File: src/hw/rtl/sd_spi_command_engine_macros.svh
// assertion helpers shared by the command engine modules
`ifndef SD_SPI_COMMAND_ENGINE_MACROS_SVH
`define SD_SPI_COMMAND_ENGINE_MACROS_SVH

`ifndef ASSERT_OFF
// property must hold at every clock edge outside reset
`define SDCE_ASSERT(lbl, clk, rst_n, prop, msg) \
    lbl: assert property (@(posedge clk) disable iff (!rst_n) (prop)) else $error(msg);
// condition must never be seen outside reset
`define SDCE_ASSERT_NEVER(lbl, clk, rst_n, cond, msg) \
    lbl: assert property (@(posedge clk) disable iff (!rst_n) !(cond)) else $error(msg);
`else
`define SDCE_ASSERT(lbl, clk, rst_n, prop, msg)
`define SDCE_ASSERT_NEVER(lbl, clk, rst_n, cond, msg)
`endif

`endif

File: src/hw/rtl/sdce_pkg.sv
`default_nettype none

package sdce_pkg;

    // command tracking phase of the front
    typedef enum logic [0:0] {
        PH_IDLE,
        PH_POLL
    } t_phase;

    // kind of work handed from front to back
    typedef enum logic [1:0] {
        JOB_FRAME,
        JOB_POLL,
        JOB_FINISH
    } t_job_kind;

    // one queued job
    typedef struct packed {
        t_job_kind   kind;
        logic [5:0]  idx;
        logic [31:0] arg;
        logic [7:0]  resp;
        logic        timed_out;
    } t_job;

    // byte position inside a command frame
    typedef enum logic [3:0] {
        BT_DESEL,
        BT_SEL,
        BT_CMD,
        BT_ARG3,
        BT_ARG2,
        BT_ARG1,
        BT_ARG0,
        BT_CRC,
        BT_EXTRA,
        BT_POLL
    } t_beat;

    // one result item
    typedef struct packed {
        logic [7:0] mosi_byte;
        logic       chip_select_low;
        logic       want_reply;
        logic       done_res;
        logic [7:0] response;
        logic       timed_out;
        logic       last;
    } t_result;

    // command indexes with special handling
    localparam logic [5:0] IDX_GO_IDLE      = 6'd0;
    localparam logic [5:0] IDX_SEND_IF_COND = 6'd8;
    localparam logic [5:0] IDX_STOP_TRAN    = 6'd12;
    localparam logic [5:0] IDX_APP_CMD      = 6'd55;

    // frame bytes
    localparam logic [7:0] BYTE_DUMMY  = 8'hFF;
    localparam logic [7:0] CMD_START   = 8'h40;
    localparam logic [7:0] CRC_CMD0    = 8'h95;
    localparam logic [7:0] CRC_CMD8    = 8'h87;
    localparam logic [7:0] CRC_DEFAULT = 8'h01;

    // reply busy flag and poll limit after reset
    localparam int         REPLY_BUSY_BIT   = 7;
    localparam logic [7:0] POLL_LIMIT_RESET = 8'd10;

endpackage

`default_nettype wire

File: src/hw/rtl/sdce_front.sv
`default_nettype none
`include "sd_spi_command_engine_macros.svh"

module sdce_front (
    input  wire logic              i_clk,
    input  wire logic              i_rst_n,
    input  wire logic              i_cfg_wr_en,
    input  wire logic [7:0]        i_cfg_wr_data,
    input  wire logic              i_valid,
    output logic                   o_ready,
    input  wire logic              i_func,
    input  wire logic [5:0]        i_cmd_index,
    input  wire logic              i_app_cmd,
    input  wire logic [31:0]       i_argument,
    input  wire logic [7:0]        i_miso_byte,
    input  wire logic              i_full,
    output logic                   o_push,
    output sdce_pkg::t_job         o_job
);

    sdce_pkg::t_phase r_phase, n_phase;
    logic [5:0]       r_pend_idx, n_pend_idx;
    logic [31:0]      r_pend_arg, n_pend_arg;
    logic             r_app_active, n_app_active;
    logic [7:0]       r_polls_left, n_polls_left;
    logic [7:0]       r_poll_limit;

    logic       w_accept;
    logic [7:0] w_limit;
    logic [7:0] w_polls_dec;
    logic       w_reply_ready;
    logic       w_prefix_ok;

    // handshake and shared terms
    assign o_ready       = !i_full;
    assign w_accept      = i_valid && o_ready;
    assign w_limit       = (r_poll_limit == 8'd0) ? 8'd1 : r_poll_limit;
    assign w_polls_dec   = r_polls_left - 8'd1;
    assign w_reply_ready = !i_miso_byte[sdce_pkg::REPLY_BUSY_BIT];
    assign w_prefix_ok   = (i_miso_byte[7:1] == 7'd0);

    // poll limit register
    always_ff @(posedge i_clk) begin
        if (!i_rst_n) begin
            r_poll_limit <= sdce_pkg::POLL_LIMIT_RESET;
        end else if (i_cfg_wr_en) begin
            r_poll_limit <= i_cfg_wr_data;
        end
    end

    // next command state
    always_comb begin
        n_phase      = r_phase;
        n_pend_idx   = r_pend_idx;
        n_pend_arg   = r_pend_arg;
        n_app_active = r_app_active;
        n_polls_left = r_polls_left;
        if (w_accept) begin
            if (!i_func) begin
                n_pend_idx   = i_cmd_index;
                n_pend_arg   = i_argument;
                n_app_active = i_app_cmd;
                n_polls_left = w_limit;
                n_phase      = sdce_pkg::PH_POLL;
            end else begin
                case (r_phase)
                    sdce_pkg::PH_POLL: begin
                        if (w_reply_ready) begin
                            if (r_app_active && w_prefix_ok) begin
                                // prefix accepted, the real command follows
                                n_app_active = 1'b0;
                                n_polls_left = w_limit;
                            end else begin
                                n_phase      = sdce_pkg::PH_IDLE;
                                n_app_active = 1'b0;
                                n_polls_left = 8'd0;
                            end
                        end else if (w_polls_dec == 8'd0) begin
                            n_phase      = sdce_pkg::PH_IDLE;
                            n_app_active = 1'b0;
                            n_polls_left = 8'd0;
                        end else begin
                            n_polls_left = w_polls_dec;
                        end
                    end
                    default: begin
                    end
                endcase
            end
        end
    end

    // job classification
    always_comb begin
        o_push           = 1'b0;
        o_job.kind       = sdce_pkg::JOB_FINISH;
        o_job.idx        = 6'd0;
        o_job.arg        = 32'd0;
        o_job.resp       = i_miso_byte;
        o_job.timed_out  = 1'b0;
        if (w_accept) begin
            if (!i_func) begin
                o_push     = 1'b1;
                o_job.kind = sdce_pkg::JOB_FRAME;
                o_job.idx  = i_app_cmd ? sdce_pkg::IDX_APP_CMD : i_cmd_index;
                o_job.arg  = i_app_cmd ? 32'd0 : i_argument;
            end else begin
                case (r_phase)
                    sdce_pkg::PH_POLL: begin
                        o_push = 1'b1;
                        if (w_reply_ready) begin
                            if (r_app_active && w_prefix_ok) begin
                                o_job.kind = sdce_pkg::JOB_FRAME;
                                o_job.idx  = r_pend_idx;
                                o_job.arg  = r_pend_arg;
                            end
                        end else if (w_polls_dec == 8'd0) begin
                            o_job.timed_out = 1'b1;
                        end else begin
                            o_job.kind = sdce_pkg::JOB_POLL;
                        end
                    end
                    default: begin
                    end
                endcase
            end
        end
    end

    // control state
    always_ff @(posedge i_clk) begin
        if (!i_rst_n) begin
            r_phase      <= sdce_pkg::PH_IDLE;
            r_app_active <= 1'b0;
            r_polls_left <= 8'd0;
        end else begin
            r_phase      <= n_phase;
            r_app_active <= n_app_active;
            r_polls_left <= n_polls_left;
        end
    end

    // pending command payload
    always_ff @(posedge i_clk) begin
        if (!i_rst_n) begin
            r_pend_idx <= 6'd0;
            r_pend_arg <= 32'd0;
        end else begin
            r_pend_idx <= n_pend_idx;
            r_pend_arg <= n_pend_arg;
        end
    end

    `SDCE_ASSERT(a_idle_no_polls, i_clk, i_rst_n, (r_phase == sdce_pkg::PH_IDLE) |-> (r_polls_left == 8'd0), "idle with polls left")
    `SDCE_ASSERT(a_idle_no_prefix, i_clk, i_rst_n, (r_phase == sdce_pkg::PH_IDLE) |-> !r_app_active, "idle with app prefix active")

endmodule

`default_nettype wire

File: src/hw/rtl/sdce_queue.sv
`default_nettype none
`include "sd_spi_command_engine_macros.svh"

module sdce_queue #(
    parameter int DEPTH = 2
) (
    input  wire logic           i_clk,
    input  wire logic           i_rst_n,
    input  wire logic           i_push,
    input  wire sdce_pkg::t_job i_job,
    output logic                o_full,
    input  wire logic           i_pop,
    output logic                o_empty,
    output sdce_pkg::t_job      o_job
);

    localparam int PTR_W = $clog2(DEPTH);
    localparam int CNT_W = $clog2(DEPTH + 1);

    sdce_pkg::t_job   r_mem [DEPTH];
    logic [PTR_W-1:0] r_wr_ptr, n_wr_ptr;
    logic [PTR_W-1:0] r_rd_ptr, n_rd_ptr;
    logic [CNT_W-1:0] r_count, n_count;

    assign o_full  = (r_count == CNT_W'(DEPTH));
    assign o_empty = (r_count == '0);
    assign o_job   = r_mem[r_rd_ptr];

    // pointer and fill tracking
    always_comb begin
        n_wr_ptr = r_wr_ptr;
        n_rd_ptr = r_rd_ptr;
        n_count  = r_count;
        if (i_push) begin
            n_wr_ptr = (r_wr_ptr == PTR_W'(DEPTH - 1)) ? '0 : r_wr_ptr + 1'b1;
        end
        if (i_pop) begin
            n_rd_ptr = (r_rd_ptr == PTR_W'(DEPTH - 1)) ? '0 : r_rd_ptr + 1'b1;
        end
        if (i_push && !i_pop) begin
            n_count = r_count + 1'b1;
        end else if (!i_push && i_pop) begin
            n_count = r_count - 1'b1;
        end
    end

    always_ff @(posedge i_clk) begin
        if (!i_rst_n) begin
            r_wr_ptr <= '0;
            r_rd_ptr <= '0;
            r_count  <= '0;
        end else begin
            r_wr_ptr <= n_wr_ptr;
            r_rd_ptr <= n_rd_ptr;
            r_count  <= n_count;
        end
    end

    // job storage
    always_ff @(posedge i_clk) begin
        if (i_push) begin
            r_mem[r_wr_ptr] <= i_job;
        end
    end

    `SDCE_ASSERT_NEVER(a_no_overflow, i_clk, i_rst_n, i_push && o_full && !i_pop, "push into full queue")
    `SDCE_ASSERT_NEVER(a_no_underflow, i_clk, i_rst_n, i_pop && o_empty, "pop from empty queue")

endmodule

`default_nettype wire

File: src/hw/rtl/sdce_back.sv
`default_nettype none
`include "sd_spi_command_engine_macros.svh"

module sdce_back (
    input  wire logic           i_clk,
    input  wire logic           i_rst_n,
    input  wire logic           i_empty,
    input  wire sdce_pkg::t_job i_job,
    output logic                o_pop,
    output logic                o_valid,
    input  wire logic           i_ready,
    output sdce_pkg::t_result   o_result
);

    sdce_pkg::t_beat   r_beat, n_beat;
    sdce_pkg::t_beat   w_beat;
    sdce_pkg::t_result r_out, w_res;
    logic              r_out_valid;
    logic              w_load;
    logic              w_final;
    logic              w_stop_tran;

    assign w_stop_tran = (i_job.idx == sdce_pkg::IDX_STOP_TRAN);
    assign w_load      = !i_empty && (!r_out_valid || i_ready);
    assign o_pop       = w_load && w_final;
    assign o_valid     = r_out_valid;
    assign o_result    = r_out;

    // stop transmission skips the two dummy bytes
    always_comb begin
        w_beat = r_beat;
        if (r_beat == sdce_pkg::BT_DESEL && w_stop_tran) begin
            w_beat = sdce_pkg::BT_CMD;
        end
    end

    // result for the current beat
    always_comb begin
        w_res.mosi_byte       = sdce_pkg::BYTE_DUMMY;
        w_res.chip_select_low = 1'b1;
        w_res.want_reply      = 1'b0;
        w_res.done_res        = 1'b0;
        w_res.response        = 8'd0;
        w_res.timed_out       = 1'b0;
        w_res.last            = 1'b0;
        w_final               = 1'b0;
        case (i_job.kind)
            sdce_pkg::JOB_FRAME: begin
                case (w_beat)
                    sdce_pkg::BT_DESEL: begin
                        w_res.chip_select_low = 1'b0;
                    end
                    sdce_pkg::BT_CMD: begin
                        w_res.mosi_byte = sdce_pkg::CMD_START | {2'b00, i_job.idx};
                    end
                    sdce_pkg::BT_ARG3: begin
                        w_res.mosi_byte = i_job.arg[31:24];
                    end
                    sdce_pkg::BT_ARG2: begin
                        w_res.mosi_byte = i_job.arg[23:16];
                    end
                    sdce_pkg::BT_ARG1: begin
                        w_res.mosi_byte = i_job.arg[15:8];
                    end
                    sdce_pkg::BT_ARG0: begin
                        w_res.mosi_byte = i_job.arg[7:0];
                    end
                    sdce_pkg::BT_CRC: begin
                        if (i_job.idx == sdce_pkg::IDX_GO_IDLE) begin
                            w_res.mosi_byte = sdce_pkg::CRC_CMD0;
                        end else if (i_job.idx == sdce_pkg::IDX_SEND_IF_COND) begin
                            w_res.mosi_byte = sdce_pkg::CRC_CMD8;
                        end else begin
                            w_res.mosi_byte = sdce_pkg::CRC_DEFAULT;
                        end
                    end
                    sdce_pkg::BT_POLL: begin
                        w_res.want_reply = 1'b1;
                        w_res.last       = 1'b1;
                        w_final          = 1'b1;
                    end
                    default: begin
                    end
                endcase
            end
            sdce_pkg::JOB_POLL: begin
                w_res.want_reply = 1'b1;
                w_res.last       = 1'b1;
                w_final          = 1'b1;
            end
            default: begin
                w_res.mosi_byte       = 8'd0;
                w_res.chip_select_low = 1'b0;
                w_res.done_res        = 1'b1;
                w_res.response        = i_job.resp;
                w_res.timed_out       = i_job.timed_out;
                w_res.last            = 1'b1;
                w_final               = 1'b1;
            end
        endcase
    end

    // frame sequencer next beat
    always_comb begin
        n_beat = r_beat;
        if (w_load) begin
            if (w_final) begin
                n_beat = sdce_pkg::BT_DESEL;
            end else begin
                case (w_beat)
                    sdce_pkg::BT_DESEL: n_beat = sdce_pkg::BT_SEL;
                    sdce_pkg::BT_SEL:   n_beat = sdce_pkg::BT_CMD;
                    sdce_pkg::BT_CMD:   n_beat = sdce_pkg::BT_ARG3;
                    sdce_pkg::BT_ARG3:  n_beat = sdce_pkg::BT_ARG2;
                    sdce_pkg::BT_ARG2:  n_beat = sdce_pkg::BT_ARG1;
                    sdce_pkg::BT_ARG1:  n_beat = sdce_pkg::BT_ARG0;
                    sdce_pkg::BT_ARG0:  n_beat = sdce_pkg::BT_CRC;
                    sdce_pkg::BT_CRC: begin
                        n_beat = w_stop_tran ? sdce_pkg::BT_EXTRA : sdce_pkg::BT_POLL;
                    end
                    sdce_pkg::BT_EXTRA: n_beat = sdce_pkg::BT_POLL;
                    default:            n_beat = sdce_pkg::BT_DESEL;
                endcase
            end
        end
    end

    always_ff @(posedge i_clk) begin
        if (!i_rst_n) begin
            r_beat      <= sdce_pkg::BT_DESEL;
            r_out_valid <= 1'b0;
        end else begin
            r_beat <= n_beat;
            if (w_load) begin
                r_out_valid <= 1'b1;
            end else if (i_ready) begin
                r_out_valid <= 1'b0;
            end
        end
    end

    // output register payload
    always_ff @(posedge i_clk) begin
        if (w_load) begin
            r_out <= w_res;
        end
    end

    `SDCE_ASSERT(a_frame_has_job, i_clk, i_rst_n, (r_beat != sdce_pkg::BT_DESEL) |-> !i_empty, "frame in progress without a job")
    `SDCE_ASSERT(a_want_closes, i_clk, i_rst_n, (r_out_valid && r_out.want_reply) |-> (r_out.chip_select_low && r_out.last), "reply byte not selected or not last")
    `SDCE_ASSERT(a_done_closes, i_clk, i_rst_n, (r_out_valid && r_out.done_res) |-> (r_out.last && !r_out.chip_select_low), "done result not last")

endmodule

`default_nettype wire

File: src/hw/rtl/sd_spi_command_engine.sv
// SD card SPI-mode command engine. A start item (tuser 0) issues one command: CMD55
// first for an application command, the deselect and select dummy bytes (not for
// CMD12), the six-byte frame, one discarded byte for CMD12, then a poll byte that
// asks for the card's reply. Each reply item (tuser 1) returned for a poll byte
// yields the next poll byte, the real command's frame after an accepted CMD55
// reply, or a done item (tuser 1) carrying the R1 byte and a timeout flag; replies
// while no command runs are dropped. The front decodes one input item per cycle,
// while the queue has room, into a job and queues it (QUEUE_DEPTH entries) for
// the back, which emits one output item per cycle while the output is ready: 8 or
// 9 items for a frame job, one for a poll or done job. The poll limit register (reset
// 10, zero acts as one) must be written by the user only while idle; not enforced.
`default_nettype none

module sd_spi_command_engine #(
    parameter int QUEUE_DEPTH = 2
) (
    input  wire logic        i_clk,
    input  wire logic        i_rst_n,
    // configuration
    input  wire logic        i_cfg_wr_en,
    input  wire logic [7:0]  i_cfg_wr_data,
    // input items
    input  wire logic        i_s_axis_tvalid,
    output logic             o_s_axis_tready,
    // cmd_index[5:0], app_cmd[6], argument[38:7], miso_byte[46:39], zero[47]
    input  wire logic [47:0] i_s_axis_tdata,
    // func[0]
    input  wire logic        i_s_axis_tuser,
    // result items
    output logic             o_m_axis_tvalid,
    input  wire logic        i_m_axis_tready,
    // mosi_byte[7:0], chip_select_low[8], want_reply[9], response[17:10],
    // timed_out[18], zero[23:19]
    output logic [23:0]      o_m_axis_tdata,
    // done_res[0]
    output logic             o_m_axis_tuser,
    output logic             o_m_axis_tlast
);

    logic              w_push;
    logic              w_full;
    logic              w_pop;
    logic              w_empty;
    sdce_pkg::t_job    w_push_job;
    sdce_pkg::t_job    w_head_job;
    sdce_pkg::t_result w_result;

    // decode and track command state
    sdce_front u_front (
        .i_clk         (i_clk),
        .i_rst_n       (i_rst_n),
        .i_cfg_wr_en   (i_cfg_wr_en),
        .i_cfg_wr_data (i_cfg_wr_data),
        .i_valid       (i_s_axis_tvalid),
        .o_ready       (o_s_axis_tready),
        .i_func        (i_s_axis_tuser),
        .i_cmd_index   (i_s_axis_tdata[5:0]),
        .i_app_cmd     (i_s_axis_tdata[6]),
        .i_argument    (i_s_axis_tdata[38:7]),
        .i_miso_byte   (i_s_axis_tdata[46:39]),
        .i_full        (w_full),
        .o_push        (w_push),
        .o_job         (w_push_job)
    );

    // job queue between front and back
    sdce_queue #(
        .DEPTH (QUEUE_DEPTH)
    ) u_queue (
        .i_clk   (i_clk),
        .i_rst_n (i_rst_n),
        .i_push  (w_push),
        .i_job   (w_push_job),
        .o_full  (w_full),
        .i_pop   (w_pop),
        .o_empty (w_empty),
        .o_job   (w_head_job)
    );

    // byte sequencer and output register
    sdce_back u_back (
        .i_clk    (i_clk),
        .i_rst_n  (i_rst_n),
        .i_empty  (w_empty),
        .i_job    (w_head_job),
        .o_pop    (w_pop),
        .o_valid  (o_m_axis_tvalid),
        .i_ready  (i_m_axis_tready),
        .o_result (w_result)
    );

    // result packing
    assign o_m_axis_tdata = {5'd0, w_result.timed_out, w_result.response,
                             w_result.want_reply, w_result.chip_select_low,
                             w_result.mosi_byte};
    assign o_m_axis_tuser = w_result.done_res;
    assign o_m_axis_tlast = w_result.last;

endmodule

`default_nettype wire
File: config.mk
export PLATFORM = sky130hd
export DESIGN_NAME = sd_spi_command_engine
export DESIGN_NICKNAME = d
export VERILOG_FILES = /design/src/hw/rtl/sdce_pkg.sv /design/src/hw/rtl/sdce_front.sv /design/src/hw/rtl/sdce_queue.sv /design/src/hw/rtl/sdce_back.sv /design/src/hw/rtl/sd_spi_command_engine.sv
export VERILOG_INCLUDE_DIRS = /design/src /design/src/hw/rtl
export SDC_FILE = /design/constraint.sdc
export NUM_CORES = 1
export LEC_CHECK = 0
export BUFFER_PORTS_ARGS = -buffer_cell sky130_fd_sc_hd__buf_2
export CAP_MARGIN = 25
export CORE_UTILIZATION = 63
export DETAILED_ROUTE_END_ITERATION = 6
export HOLD_SLACK_MARGIN = 0.12
export MAX_ROUTING_LAYER = met4
export PLACE_DENSITY = 0.85
export SLEW_MARGIN = 10
export SYNTH_ARGS = -nofsm -noshare
export SYNTH_HDL_FRONTEND = slang
export SYNTH_SLANG_ARGS = --single-unit
File: constraint.sdc
create_clock -name i_clk -period 9 [get_ports i_clk]
set_input_delay 1.8 -clock i_clk [delete_from_list [all_inputs] [get_ports i_clk]]
set_output_delay 1.8 -clock i_clk [all_outputs]
set_load 0.05 [all_outputs]
# Word-level counts from Yosys, hierarchy flattened
# Memory sizes are Yosys's and may differ from the RTL's. A register that Yosys moved wholly into a read port is not among the register bits.
# Cells that the tools add are included.
# op_classes
eq_ne	15
add_sub_neg	5
muxes	55
bitwise	1
n_reduce_logical	27
# op_table
operator	count
two-way mux 40 bit	4
two-way mux 8 bit	8
case mux 8 bit (6 select lines)	1
two-way mux 38 bit	1
case mux 4 bit (9 select lines)	1
two-way mux 32 bit	1
two-way mux 1 bit	29
case mux 9 bit (2 select lines)	1
== test 4 x 3 -> 1 bit (second input constant)	4
zero test 8 bit	2
== test 6 x 4 -> 1 bit (second input constant)	2
two-way mux 10 bit	1
== test 4 x 2 -> 1 bit (second input constant)	2
== test 4 bit (second input constant)	2
zero test 4 bit	2
two-way mux 2 bit	4
two-way mux 4 bit	2
subtractor 8 x 1 -> 8 bit (second input constant)	1
logical AND 1 bit	7
zero test 7 bit	1
zero test 6 bit	1
two-way mux 6 bit	1
zero test 1 bit	5
== test 4 x 1 -> 1 bit (second input constant)	1
other kinds (15)	19
# word_totals
ramBits	98
input_bits	62
elab_cells	122
out_inout_bits	28
register_bits	86
n_memories	1
# mem_list
memory	depth	word_bits	read_ports	rd_ports_with_merged_regs	write_ports	line_no	text
u_queue.r_mem	2	49	1	1	1	sdce_queue.sv:20	sdce_pkg::t_job r_mem [DEPTH];

# Depth between registers and ports, before layout
# depth
depth_word	10
ltp_mapped	9
mapped_depth_nobuf	8

# Modules after synthesis
# A second synthesis with hierarchy kept.
# unflattened
hier_cells	751
hier_area_um2	8498.2
# modules_own_cells
module	n_inst	cells_each	area_per_inst_um2	seq_area_each_um2
sdce_queue	1	174	3751.1	3042.9
sdce_front	1	431	3220.6	1121.1
sdce_back	1	140	1485.2	730.7
sd_spi_command_engine	1	6	41.3	0.0

# Worst setup path after synthesis
# Ideal clock, no wire load.
# synth_path
kind	input -> register
startpoint	input port i_s_axis_tuser
endpoint	memory u_queue.r_mem[0][0] in the netlist's numbering, enable pin
setup_time_ns	0.457
cell_stages	4
t_required_ns	8.543
slack_ns	4.212
t_arrival_ns	4.331
n_path_buf	1
cell_sequence	nand2b_1 -> nand3_1 -> clkbuf_1 -> nor2_1
# synth_between
elab_chain_len	4
# synth_rtl
element	line_no	text
start: declaration	sd_spi_command_engine.sv:28	input wire logic i_s_axis_tuser,
two-way mux 1 bit	sdce_front.sv:102	if (!i_func) begin
two-way mux 1 bit	sdce_front.sv:101	if (w_accept) begin
two-way mux 1 bit	sdce_queue.sv:61	if (i_push) begin
two-way mux 1 bit (implied by the code)	sdce_queue.sv:62	r_mem[r_wr_ptr] <= i_job;
end: declaration	sdce_queue.sv:20	
# Every way passes these cells.

# Worst setup path in the final report
# layout_path
startpoint	input port i_s_axis_tuser
endpoint	memory u_queue.r_mem[1][23] in the netlist's numbering, enable pin
# Same word-level chain as after synthesis.

==> impl_metrics.yaml <==
placement:
  place.gp.congestion: 0.896
  io_buffer_count: 83
  hpwlAfterDp_mm: 11.1
  dp_cells: 930
yosys:
  synth_area_leaders: "edfxtp_1 44%, dfxtp_1 16%, mux2i_1 6.0%"
  yosysMostFrequentCell: "edfxtp_1"
  synth_top_cell_by_area: "edfxtp_1"
  synth-edff-count: 119
  synth_area_um2: 8120
  syn-mean-instance-area_um2: 11.3
  netlist_instances: 718
  yosysWarnings: 0
  yosys-top-cells-count: "119 x edfxtp_1, 103 x nand2_1, 75 x nor2_1, 66 x dfxtp_1, 49 x mux2i_1"
  synth_top_area_frac: 0.440
  synthArstFlopShare: 0
  synth_seq_area_share: 0.603
  netlist-cell-type-count: 62
  ys_seq_elements: 185
  synth-main-ff-cell: "edfxtp_1"
die:
  row_count: 41
  die_area_um2: 13300
  core_area_um2: 12600
  die_h_um: 116
  initial_utilization: 0.644
  ios: 90
  die_w_um: 116
setup_path:
  cp.required_ns: 9.06
  path_class: "input pin to register"
  worstPathMaxFanout: 49
  ff2ff_path_depth: 7
  crit_arrival_ns: 3.84
  cp-start-kind: "input pin"
  critPathCaptureType: "register"
timing:
  slew_headroom: 0.368
  period_minus_slack_ns: 3.78
  tightest_slew_ns: 0.922
  rsz0062_at_grt: "no"
  finalSetupViolCount: 0
  fmax_mhz: 265
  finalCritPeriodShare: 0.420
  holdWs_ns: 0.463
  finalHoldViolations: 0
  maxSlewViolCount: 0
  fin_setup_tns_ns: 0
  fin_skew_ns: 0.00793
routing:
  highest_layer: "met4"
  wl_met1_mm: 7.27
  wirelength_mm: 17.4
  drt_iter0_markers: 640
  wl_met3_mm: 1.24
  wl_per_cell_um: 18.1
  drc: 0
  antenna_left: 0
  detailroute.via_count: 5869
  vias_per_cell: 6.09
  firstDrtPassIters: 7
  wl_met2_mm: 8.58
finish:
  num_antenna_cells: 0
  layoutNonFillerInstCount: 963
  num-fill-cells: 829
  drive_gt1_frac: 0.182
  nets: 843
  area_growth_pct: 13.8
  multi_input_area_um2: 2990
  area.sequential_um2: 4900
grt:
  grt_first_pass_wirelength_mm: 27.7
  grt_pass1_vias: 5485
  grt-ovfl-total: 0
  antenna_found_initial: 0
  global_route.usage.total: 0.287
  grt_max_degree: 72
clocking:
  root_buffer: "clkbuf_16"
  clk_latency_ns: 0.43
  cts_resized: 0
  cts_buffer_depth: 2
  hold_buffers: 0
  cts_setup_buffers: 0
  htree_num_levels: 4
  cts_buffers: 17
  clock_sinks: 185
  path_clk_slew_ns: 0.06
  cts_tree: "done"
power_and_ir_drop:
  p_leak_nw: 3.23
  ir_worst_vdd_mv: 0.165
  powerDensity_nw_per_um2: 266
run_status:
  status: "finished, final reports clean"
min_path:
  min_delay_path_depth: 2
  hold_path.class: "register to register"
run:
  maxCapViolations: 0
layout make-up:
class,count,area share
Sequential cell,185,0.530
Multi-Input combinational cell,475,0.323
Inverter,7,0.00284
Clock buffer,20,0.0473
Tap cell,172,0.0233
Timing Repair Buffer,92,0.0544
Clock inverter,12,0.0190
worst paths after layout:
kind | slack [ns] | startpoint | endpoint
setup / recovery | 5.22 | i_s_axis_tuser | u_queue.r_mem[1][23]$_DFFE_PP_
hold / removal | 0.46 | u_front.r_pend_arg[20]$_SDFFE_PN0P_ | u_front.r_pend_arg[20]$_SDFFE_PN0P_
setup reg to reg | 5.96 | register | u_queue.r_count[1]$_SDFFE_PN0P_
hold reg to reg | 0.46 | u_front.r_pend_arg[20]$_SDFFE_PN0P_ | u_front.r_pend_arg[20]$_SDFFE_PN0P_
stage by stage:
step,power (mW),area [um^2],util,setup WS [ns]
6_report,2.46,9240,0.732,5.22
5_1_grt,2.56,9240,0.732,5.08
3_3_place_gp,1.67,8600,0.682,4.93
4_1_cts,2.46,9210,0.730,5.27
3_5_place_dp,1.70,8600,0.682,4.82
2_1_floorplan,1.56,8140,-,4.21
logic make-up after synthesis:
kind of cell,share of synthesized area
flip-flops,0.603
XOR/XNOR,0.00971
multiplexers,0.0701
AND/OR/NAND/NOR,0.137
AO/OA/AOI/OAI,0.143
adder cells (fa/ha/maj),0.00462
buffers and inverters,0.0328
other,0.000462
layout by cell type, fill, tap and decap left out, types with 12 or more instances in the layout:
| master | netlist | layout |
|---|---|---|
| buf_2 | 6 | 83 |
| a22oi_1 | 33 | 33 |
| clkbuf_16 | 0 | 17 |
| o22ai_1 | 12 | 12 |
| nand2_1 | 103 | 103 |
| mux2i_1 | 49 | 49 |
| nor2_1 | 75 | 72 |
| a21oi_1 | 13 | 13 |
| a21boi_0 | 43 | 43 |
| nor2b_1 | 12 | 12 |
| dfxtp_1 | 66 | 65 |
| edfxtp_1 | 119 | 119 |
critical path: stages:
cell and delay [ns]:
buf_2 0.19, nand2b_1 0.10, nand3_1 0.43, inv_1 0.53, and2_2 0.21, buf_4 0.53
per-layer routing:
layer	track usage	vias to the layer above
met5	-	-
met4	0.0952	0
met3	0.0591	34
met2	0.452	295
met1	0.372	2813
li1	-	2727
sequential cells by signal (all words and copies together), names as in the netlist, named ones only:
name,cells
u_back.o_result,21
u_back.o_valid,1
u_back.r_beat,4
u_front.r_app_active,1
u_front.r_pend_arg,32
u_front.r_pend_idx,6
u_front.r_phase,1
u_front.r_poll_limit,8
u_front.r_polls_left,8
u_queue.r_count,2
u_queue.r_mem,98
u_queue.r_rd_ptr,1
u_queue.r_wr_ptr,1
power breakdown:
group          switching [mW]  total [mW]  internal [mW]
clock network           0.306       0.769          0.463
logic                   0.420       0.607          0.187
registers              0.0472        1.08           1.04
total                   0.773        2.46           1.69
Note: power is estimated with default switching activity, not from simulation.
